[src/block_bump_pool_allocator_defines.svh]
// ----------------------------------------------------------------------------
// Assertion macros for the bump pool allocator.
// Defining ASSERT_OFF turns every assertion below into an empty statement.
// ----------------------------------------------------------------------------
`ifndef BLOCK_BUMP_POOL_ALLOCATOR_DEFINES_SVH
`define BLOCK_BUMP_POOL_ALLOCATOR_DEFINES_SVH
`ifndef ASSERT_OFF
`define ASSERT_ALWAYS(label, clk, rst_n, expr) \
  label: assert property (@(posedge clk) disable iff (!rst_n) (expr)) \
    else $error("allocator assertion failed");
`define ASSERT_IMPLY(label, clk, rst_n, ante, cons) \
  label: assert property (@(posedge clk) disable iff (!rst_n) (ante) |-> (cons)) \
    else $error("allocator assertion failed");
`else
`define ASSERT_ALWAYS(label, clk, rst_n, expr)
`define ASSERT_IMPLY(label, clk, rst_n, ante, cons)
`endif
`endif

[src/bbpa_pkg.sv]
`timescale 1ns / 1ps
// ----------------------------------------------------------------------------
// bbpa_pkg
// Types, codes and constants shared by the bump pool allocator modules.
// ----------------------------------------------------------------------------
package bbpa_pkg;

  localparam int MAX_BLOCKS_DEF = 64;
  // Alignment of aligned requests; must be a power of two.
  localparam int ALIGN_BYTES    = 32;
  localparam int SMALL_LIMIT    = 4095;
  localparam int FAIL_THRESHOLD = 4;
  localparam int FAIL_MAX       = 7;
  localparam logic [14:0] POOL_SIZE_RST = 15'd4096;

  localparam logic [1:0] OP_ALIGNED   = 2'd0;
  localparam logic [1:0] OP_UNALIGNED = 2'd1;
  localparam logic [1:0] OP_RESET     = 2'd2;
  localparam logic [1:0] OP_NOP       = 2'd3;

  localparam logic [1:0] ST_OK        = 2'd0;
  localparam logic [1:0] ST_TOO_LARGE = 2'd1;
  localparam logic [1:0] ST_NO_BLOCK  = 2'd2;

  typedef struct packed {
    logic [1:0]  operation;
    logic [15:0] request_bytes;
  } in_item_t;

  typedef struct packed {
    logic [1:0]  status;
    logic [5:0]  block_index;
    logic [13:0] byte_offset;
    logic        opened_block;
  } out_item_t;

  // Commands from the controller to the datapath.
  typedef struct packed {
    logic accept;
    logic step_next;
    logic grant;
    logic full;
    logic walk_init;
    logic walk_step;
    logic append;
    logic emit;
  } cmd_t;

  // Status from the datapath to the controller.
  typedef struct packed {
    logic start_search;
    logic fits;
    logic last;
    logic table_full;
    logic walk_none;
    logic walk_last;
    logic out_free;
  } sts_t;

endpackage

[src/bbpa_ctrl.sv]
`timescale 1ns / 1ps
// ----------------------------------------------------------------------------
// bbpa_ctrl
// Sequencer for the allocator: search, fail-count walk, append and response.
// ----------------------------------------------------------------------------
module bbpa_ctrl
  import bbpa_pkg::*;
(
  input  logic clk_i,
  input  logic rst_ni,
  input  logic in_valid_i,
  output logic in_stall_o,
  output logic cfg_ready_o,
  input  sts_t sts_i,
  output cmd_t cmd_o
);

  localparam logic [2:0] S_IDLE   = 3'd0;
  localparam logic [2:0] S_SRD    = 3'd1;
  localparam logic [2:0] S_SCK    = 3'd2;
  localparam logic [2:0] S_WRD    = 3'd3;
  localparam logic [2:0] S_WCK    = 3'd4;
  localparam logic [2:0] S_APPEND = 3'd5;
  localparam logic [2:0] S_RESP   = 3'd6;

  logic [2:0] state_q, state_d;

  always_ff @(posedge clk_i or negedge rst_ni) begin
    if (!rst_ni) begin
      state_q <= S_IDLE;
    end else begin
      state_q <= state_d;
    end
  end

  assign in_stall_o  = (state_q != S_IDLE);
  assign cfg_ready_o = (state_q == S_IDLE);

  always_comb begin
    state_d = state_q;
    cmd_o   = '0;
    case (state_q)
      S_IDLE: begin
        if (in_valid_i) begin
          cmd_o.accept = 1'b1;
          state_d = sts_i.start_search ? S_SRD : S_RESP;
        end
      end
      S_SRD: begin
        state_d = S_SCK;
      end
      S_SCK: begin
        if (sts_i.fits) begin
          cmd_o.grant = 1'b1;
          state_d = S_RESP;
        end else if (!sts_i.last) begin
          cmd_o.step_next = 1'b1;
          state_d = S_SRD;
        end else if (sts_i.table_full) begin
          cmd_o.full = 1'b1;
          state_d = S_RESP;
        end else begin
          cmd_o.walk_init = 1'b1;
          state_d = sts_i.walk_none ? S_APPEND : S_WRD;
        end
      end
      S_WRD: begin
        state_d = S_WCK;
      end
      S_WCK: begin
        cmd_o.walk_step = 1'b1;
        state_d = sts_i.walk_last ? S_APPEND : S_WRD;
      end
      S_APPEND: begin
        cmd_o.append = 1'b1;
        state_d = S_RESP;
      end
      S_RESP: begin
        if (sts_i.out_free) begin
          cmd_o.emit = 1'b1;
          state_d = S_IDLE;
        end
      end
      default: begin
        state_d = S_IDLE;
      end
    endcase
  end

endmodule

[src/bbpa_dp.sv]
`timescale 1ns / 1ps
`include "block_bump_pool_allocator_defines.svh"
// ----------------------------------------------------------------------------
// bbpa_dp
// Allocator datapath: block tables, fit test, pointers and output register.
// ----------------------------------------------------------------------------
module bbpa_dp
  import bbpa_pkg::*;
#(
  parameter int MAX_BLOCKS = MAX_BLOCKS_DEF
) (
  input  logic        clk_i,
  input  logic        rst_ni,
  input  in_item_t    in_data_i,
  input  logic        cfg_we_i,
  input  logic [14:0] cfg_data_i,
  input  cmd_t        cmd_i,
  output sts_t        sts_o,
  input  logic        out_stall_i,
  output logic        out_valid_o,
  output out_item_t   out_data_o
);

  localparam int IDX_W = (MAX_BLOCKS > 1) ? $clog2(MAX_BLOCKS) : 1;
  localparam int CNT_W = IDX_W + 1;
  localparam logic [15:0] ALIGN_M1 = 16'(ALIGN_BYTES - 1);

  // Tables with a registered read port, both read at the search and walk pointer.
  logic [14:0] used_mem [MAX_BLOCKS];
  logic [2:0]  fail_mem [MAX_BLOCKS];
  logic [MAX_BLOCKS-1:0] used_vld_q, used_vld_d;
  logic [MAX_BLOCKS-1:0] fail_vld_q, fail_vld_d;
  logic [14:0] used_rd_q;
  logic [2:0]  fail_rd_q;
  logic        used_rd_vld_q, fail_rd_vld_q;

  logic [14:0]      pool_q, pool_d;
  logic [IDX_W-1:0] cur_q, cur_d;
  logic [CNT_W-1:0] cnt_q, cnt_d;
  logic [IDX_W-1:0] blk_q, blk_d;
  logic [IDX_W-1:0] ncur_q, ncur_d;
  logic             aligned_q, aligned_d;
  logic [11:0]      req_q, req_d;
  out_item_t        res_q, res_d;
  out_item_t        out_q;
  logic             out_valid_q, out_valid_d;

  logic             used_we, fail_we;
  logic [IDX_W-1:0] used_wa, fail_wa;
  logic [14:0]      used_wd;
  logic [2:0]       fail_wd;

  logic [14:0]      limit;
  logic             is_alloc, too_large;
  logic [15:0]      used_cur, start;
  logic [16:0]      room;
  logic [14:0]      new_used;
  logic [2:0]       fail_old, fail_inc;
  logic [CNT_W-1:0] blk_ext, cur_ext;
  logic [IDX_W-1:0] app_idx;

  // ---------------------------------------------------------------- tables
  always_ff @(posedge clk_i) begin
    if (used_we) begin
      used_mem[used_wa] <= used_wd;
    end
    used_rd_q <= used_mem[blk_q];
  end

  always_ff @(posedge clk_i) begin
    if (fail_we) begin
      fail_mem[fail_wa] <= fail_wd;
    end
    fail_rd_q <= fail_mem[blk_q];
  end

  // ---------------------------------------------------------------- fit test
  assign used_cur = used_rd_vld_q ? {1'b0, used_rd_q} : 16'd0;
  assign start    = aligned_q ? ((used_cur + ALIGN_M1) & ~ALIGN_M1) : used_cur;
  assign room     = {2'b00, pool_q} - {1'b0, start};
  assign new_used = 15'(start + {4'd0, req_q});

  assign fail_old = fail_rd_vld_q ? fail_rd_q : 3'd0;
  assign fail_inc = (fail_old == 3'(FAIL_MAX)) ? fail_old : (fail_old + 3'd1);

  assign limit     = (pool_q < 15'(SMALL_LIMIT)) ? pool_q : 15'(SMALL_LIMIT);
  assign is_alloc  = (in_data_i.operation == OP_ALIGNED) ||
                     (in_data_i.operation == OP_UNALIGNED);
  assign too_large = (in_data_i.request_bytes > {1'b0, limit});

  assign blk_ext = {1'b0, blk_q};
  assign cur_ext = {1'b0, cur_q};
  assign app_idx = cnt_q[IDX_W-1:0];

  assign sts_o.start_search = is_alloc && !too_large;
  assign sts_o.fits         = !room[16] && (room[15:0] >= {4'd0, req_q});
  assign sts_o.last         = (blk_ext + CNT_W'(1)) >= cnt_q;
  assign sts_o.table_full   = (cnt_q >= CNT_W'(MAX_BLOCKS));
  assign sts_o.walk_none    = (cur_ext + CNT_W'(1)) >= cnt_q;
  assign sts_o.walk_last    = (blk_ext + CNT_W'(2)) >= cnt_q;
  assign sts_o.out_free     = !out_valid_q || !out_stall_i;

  // ---------------------------------------------------------------- writes
  always_comb begin
    used_we = cmd_i.grant || cmd_i.append;
    used_wa = cmd_i.grant ? blk_q : app_idx;
    used_wd = cmd_i.grant ? new_used : {3'd0, req_q};
    fail_we = cmd_i.walk_step || cmd_i.append;
    fail_wa = cmd_i.walk_step ? blk_q : app_idx;
    fail_wd = cmd_i.walk_step ? fail_inc : 3'd0;

    used_vld_d = used_vld_q;
    if (cmd_i.accept && (in_data_i.operation == OP_RESET)) begin
      used_vld_d = '0;
    end
    if (used_we) begin
      used_vld_d[used_wa] = 1'b1;
    end
    fail_vld_d = fail_vld_q;
    if (fail_we) begin
      fail_vld_d[fail_wa] = 1'b1;
    end
  end

  // ---------------------------------------------------------------- next state
  always_comb begin
    pool_d      = pool_q;
    cur_d       = cur_q;
    cnt_d       = cnt_q;
    blk_d       = blk_q;
    ncur_d      = ncur_q;
    aligned_d   = aligned_q;
    req_d       = req_q;
    res_d       = res_q;
    out_valid_d = out_valid_q && out_stall_i;

    if (cfg_we_i) begin
      pool_d = cfg_data_i;
    end
    if (cmd_i.accept) begin
      aligned_d = (in_data_i.operation == OP_ALIGNED);
      req_d     = in_data_i.request_bytes[11:0];
      blk_d     = cur_q;
      res_d     = '0;
      if (is_alloc && too_large) begin
        res_d.status = ST_TOO_LARGE;
      end
    end
    if (cmd_i.step_next) begin
      blk_d = blk_q + IDX_W'(1);
    end
    if (cmd_i.grant) begin
      res_d.status       = ST_OK;
      res_d.block_index  = 6'(blk_q);
      res_d.byte_offset  = start[13:0];
      res_d.opened_block = 1'b0;
    end
    if (cmd_i.full) begin
      res_d        = '0;
      res_d.status = ST_NO_BLOCK;
    end
    if (cmd_i.walk_init) begin
      blk_d  = cur_q;
      ncur_d = cur_q;
    end
    if (cmd_i.walk_step) begin
      blk_d = blk_q + IDX_W'(1);
      // A block that has failed too often is skipped by later searches.
      if (fail_old > 3'(FAIL_THRESHOLD)) begin
        ncur_d = blk_q + IDX_W'(1);
      end
    end
    if (cmd_i.append) begin
      cnt_d              = cnt_q + CNT_W'(1);
      cur_d              = ncur_q;
      res_d.status       = ST_OK;
      res_d.block_index  = 6'(app_idx);
      res_d.byte_offset  = '0;
      res_d.opened_block = 1'b1;
    end
    if (cmd_i.emit) begin
      out_valid_d = 1'b1;
    end
  end

  always_ff @(posedge clk_i or negedge rst_ni) begin
    if (!rst_ni) begin
      pool_q        <= POOL_SIZE_RST;
      cur_q         <= '0;
      cnt_q         <= CNT_W'(1);
      used_vld_q    <= '0;
      fail_vld_q    <= '0;
      used_rd_vld_q <= 1'b0;
      fail_rd_vld_q <= 1'b0;
      out_valid_q   <= 1'b0;
    end else begin
      pool_q        <= pool_d;
      cur_q         <= cur_d;
      cnt_q         <= cnt_d;
      used_vld_q    <= used_vld_d;
      fail_vld_q    <= fail_vld_d;
      used_rd_vld_q <= used_vld_q[blk_q];
      fail_rd_vld_q <= fail_vld_q[blk_q];
      out_valid_q   <= out_valid_d;
    end
  end

  always_ff @(posedge clk_i) begin
    blk_q     <= blk_d;
    ncur_q    <= ncur_d;
    aligned_q <= aligned_d;
    req_q     <= req_d;
    res_q     <= res_d;
    if (cmd_i.emit) begin
      out_q <= res_q;
    end
  end

  assign out_valid_o = out_valid_q;
  assign out_data_o  = out_q;

  // ---------------------------------------------------------------- checks
  `ASSERT_ALWAYS(a_cur_below_count, clk_i, rst_ni, cur_ext < cnt_q)
  `ASSERT_ALWAYS(a_count_range, clk_i, rst_ni, (cnt_q != '0) && (cnt_q <= CNT_W'(MAX_BLOCKS)))
  `ASSERT_IMPLY(a_grant_fits, clk_i, rst_ni, cmd_i.grant, sts_o.fits)
  `ASSERT_IMPLY(a_append_room, clk_i, rst_ni, cmd_i.append, !sts_o.table_full)

endmodule

[src/block_bump_pool_allocator.sv]
`timescale 1ns / 1ps
// ----------------------------------------------------------------------------
// block_bump_pool_allocator
// Bump-pointer pool allocator over a table of equal-sized blocks.
//
//   channel   direction  handshake        payload
//   in        input      valid / stall    in_item_t  (operation, request_bytes)
//   out       output     valid / stall    out_item_t (status, block_index, ...)
//   cfg       input      valid / ready    pool_size, 15 bits
//
// A reset, no-op or too-large request goes straight to the response. An
// allocation reads and checks each block searched, and when no block fits
// it walks the fail counts of the blocks passed and then appends a block.
// Each block is read, then checked, through the registered table read port.
// Reset leaves one empty head block; the tables need no clearing pass.
// A stalled result sits in the output register while the next item is taken.
// ----------------------------------------------------------------------------
module block_bump_pool_allocator
  import bbpa_pkg::*;
#(
  parameter int MAX_BLOCKS = MAX_BLOCKS_DEF
) (
  input  logic        clk_i,
  input  logic        rst_ni,
  input  logic        in_valid_i,
  output logic        in_stall_o,
  input  in_item_t    in_data_i,
  output logic        out_valid_o,
  input  logic        out_stall_i,
  output out_item_t   out_data_o,
  input  logic        cfg_valid_i,
  output logic        cfg_ready_o,
  input  logic [14:0] cfg_data_i
);

  cmd_t cmd;
  sts_t sts;
  logic cfg_we;

  assign cfg_we = cfg_valid_i && cfg_ready_o;

  bbpa_ctrl u_ctrl (
    .clk_i       (clk_i),
    .rst_ni      (rst_ni),
    .in_valid_i  (in_valid_i),
    .in_stall_o  (in_stall_o),
    .cfg_ready_o (cfg_ready_o),
    .sts_i       (sts),
    .cmd_o       (cmd)
  );

  bbpa_dp #(
    .MAX_BLOCKS (MAX_BLOCKS)
  ) u_dp (
    .clk_i       (clk_i),
    .rst_ni      (rst_ni),
    .in_data_i   (in_data_i),
    .cfg_we_i    (cfg_we),
    .cfg_data_i  (cfg_data_i),
    .cmd_i       (cmd),
    .sts_o       (sts),
    .out_stall_i (out_stall_i),
    .out_valid_o (out_valid_o),
    .out_data_o  (out_data_o)
  );

endmodule

[config.mk]
export PLATFORM = sky130hd
export DESIGN_NAME = block_bump_pool_allocator
export DESIGN_NICKNAME = d
export VERILOG_FILES = /design/src/bbpa_pkg.sv /design/src/bbpa_ctrl.sv /design/src/bbpa_dp.sv /design/src/block_bump_pool_allocator.sv
export VERILOG_INCLUDE_DIRS = /design/src /design/src/src
export SDC_FILE = /design/constraint.sdc
export NUM_CORES = 2
export LEC_CHECK = 0
export BUFFER_PORTS_ARGS = -buffer_cell sky130_fd_sc_hd__buf_2
export CAP_MARGIN = 20
export CORE_UTILIZATION = 60
export CTS_CLUSTER_SIZE = 10
export DETAILED_ROUTE_END_ITERATION = 10
export PLACE_DENSITY = 0.8
export SLEW_MARGIN = 20
export SYNTH_ARGS = -nofsm -noshare
export SYNTH_HDL_FRONTEND = slang
export SYNTH_SLANG_ARGS = --single-unit
[constraint.sdc]
create_clock -name clk_i -period 11.1 [get_ports clk_i]
set_input_delay 0.555 -clock clk_i [delete_from_list [all_inputs] [get_ports clk_i]]
set_output_delay 0.555 -clock clk_i [all_outputs]
set_load 0.1 [all_outputs]
==> out/qor.txt <==
EDFF count, synth: 1,200
Clock Latency Late Sink: 780 ps
Max-cap violation count: 0
H-tree levels: 4
Hold Crit Class: in2reg
Post-Syn Area: 57,700 um^2
Nets: 3,711
Peak supply drop: 0.231 mV
Avg Inst Size Synth: 16.8 um^2
Synth Register Bits: 1,403
CP Class: reg2reg
Hold Crit Depth: 2
Final Max Slew Viols: 0
Leak Pwr: 0.0226 uW
Final instance area: 64,700 um^2
Port Buf Inserts: 63
F_max: 0.139 GHz
Area of the die: 97,400 um^2
Syn Inst Count: 3,426
Drt first pass iters: 6
Reg clk slew, reported paths: 60 ps
DRC Markers: 0
Share of cells above drive strength 1: 20.3%
Synth warnings: 0
Worst-case clock buffer depth: 3
Max-Slew Margin vs Limit: 21.5%
CTS tree: yes
Initial antenna violation count: 3
CTS buffer count: 159
R2R cell count: 23
First-pass GRT wire length: 207 mm
CP required: 11,590 ps
Final setup fails: 0
Tmin final: 7170 ps
Distinct cell type count after synthesis: 69
Sink Count: 1,403
Placed inst area: 60,000 um^2
Routed len/inst: 28.1 um
Most frequent cells in the layout: edfxtp_1, mux4_2, mux2i_1
Worst Skew: 47.2 ps
CP arrival: 7670 ps
Sequential share of the synthesized area: 70.9%
WL final: 139 mm
Vias: 32,665
Layout area overhead: 12.2%
Crit-path max FO: 39
Core area: 95,200 um^2
Vias in the first global route: 32,968
Final antenna diode count: 0
# Post-CTS Setup Buffers: 0
Most used DFF post-synth: edfxtp_1
Asr flop ratio synth: 11.5%
Via/cell ratio: 6.62
Critical Path Source Type: flop
P per Cell Area: 279 nW/um^2
I/O Pins: 64
DP Wirelength: 78.3 mm
Final ANT Viol Nets: 0
DRT iter0 DRCs: 4,378
Row count: 113
Worst slew pin tran: 1170 ps
Die height: 312 um
Total power: 18,100 uW
Filler Cells Inserted: 5,757
Root buffer cell: clkbuf_16
RSZ-0062 raised after global routing: no
Sum Neg Setup Slack: 0 ps
CP Capture Type: flop
Hold Vio Cnt, Final: 0
Period utilization: 64.6%
Status: complete, no violations
Gr ovfl total: 0
Initial Util: 60.6%
Gp weighted congestion: 0.926
Total track usage: 28.8%
Largest net degree at the start of global routing: 122
DIE WIDTH: 312 um
Most common cell after layout, fill and taps aside: edfxtp_1
## critical path, stage by stage, from the launching register on
cell	delay (ps)
dfrtp_1	690
inv_1	280
nor2_1	300
nand2_1	200
ha_1	320
nor2b_1	150
o31ai_1	260
a21oi_1	160
maj3_1	380
a2111o_1	480
nand2_1	90
xor2_1	170
ha_1	270
a21oi_1	150
nor2b_1	50
o21ai_0	140
nand4_1	120
a21oi_1	170
nand4bb_1	120
and4b_1	530
nor3_4	60
buf_4	320
o21ai_4	840
buf_4	560
## Yosys cell counts, types with 43 or more instances
| cell type | count | share of area [%] |
|---|---|---|
| edfxtp_1 | 1200 | 62 |
| mux2i_1 | 251 | 4.4 |
| mux4_2 | 250 | 9.8 |
| nor2_1 | 204 | 1.3 |
| nand2_1 | 200 | 1.3 |
| o21ai_0 | 167 | 1.4 |
| dfrtp_1 | 160 | 6.9 |
| clkbuf_1 | 111 | 0.72 |
| a21oi_1 | 74 | 0.64 |
| ha_1 | 74 | 1.6 |
| or2_2 | 68 | 0.74 |
| buf_1 | 54 | 0.35 |
| inv_1 | 53 | 0.34 |
| o22ai_1 | 44 | 0.48 |
| o21ai_1 | 43 | 0.37 |
## flip-flops by register name, summed over array words and instances (netlist names)
signal	count
u_ctrl.state_q	3
u_dp.aligned_q	1
u_dp.blk_q	6
u_dp.cnt_q	7
u_dp.cur_q	6
u_dp.fail_mem	192
u_dp.fail_rd_q	3
u_dp.fail_rd_vld_q	1
u_dp.fail_vld_q	64
u_dp.ncur_q	6
u_dp.out_data_o	23
u_dp.out_valid_o	1
u_dp.pool_q	15
u_dp.req_q	12
u_dp.res_q	23
u_dp.used_mem	960
u_dp.used_rd_q	15
u_dp.used_rd_vld_q	1
u_dp.used_vld_q	64
## layout make-up
cell class                 count  area [um^2]  share of cell area, %
sequential                  1403        40900                   63.2
multi-input combinational   1780        16100                   24.9
clock buffer                 221         4240                   6.55
tap                         1265         1580                   2.44
timing repair buffer         199         1440                   2.22
clock inverter                16          273                  0.421
inverter                      54          203                  0.313
## worst paths after layout
check	start	to	slack (ps)
worst max-delay path	u_dp.used_rd_vld_q$_DFF_PN0_	u_dp.used_mem[1][2]$_DFFE_PP_	3930
worst min-delay path	cfg_data_i[11]	u_dp.pool_q[11]$_DFFE_PN0P_	40
worst max register to register	u_dp.used_rd_vld_q$_DFF_PN0_	u_dp.used_mem[1][2]$_DFFE_PP_	3930
worst min register to register	u_dp.res_q[20]$_DFFE_PP_	u_dp.out_data_o[20]$_DFFE_PP_	420
max in group asynchronous	rst_ni	u_dp.used_vld_q[11]$_DFF_PN0_	9310
min in group asynchronous	rst_ni	u_dp.pool_q[3]$_DFFE_PN0P_	440
## kinds of logic after synthesis
family	share of synthesized area, %
simple gates	4.93
compound gates	5.46
other cells	0.00650
buf+inv	1.66
mux	14.6
xor+xnor	0.728
fa+ha+maj	1.74
flops	70.9
## metrics by stage
step / std cells / util [%] / setup slack, ps / hold WS (ps)
floorplan: 3428 / - / 3110 / 259
global placement: 4678 / 63.0 / 4000 / 405
detailed placement: 4680 / 63.0 / 3950 / 414
CTS: 4938 / 68.0 / 3940 / 0.441
global route: 4938 / 68.0 / 3590 / 37.7
finish: 4938 / 68.0 / 3930 / 37.1
## per-layer routing
metal | global-route usage [%] | part of all wire [%]
met5 | 0 | 0.0094
met4 | 11.0 | 3.6
met3 | 6.93 | 11
met2 | 43.7 | 46
met1 | 41.1 | 39
## report_power, final
part | switching, uW | total, uW | internal, uW | leakage (uW)
combinational | 4100 | 6350 | 2250 | 0.00700
clock | 2000 | 4660 | 2650 | 0.00217
sequential | 347 | 7050 | 6710 | 0.0134
total | 6440 | 18100 | 11600 | 0.0226
## repair_timing
action                                 4_1_cts  5_1_grt
endpoints found under the hold margin      101        0
hold buffers                                21        0
gates resized for setup                      0        0
Power figures use the tool's default switching activity.
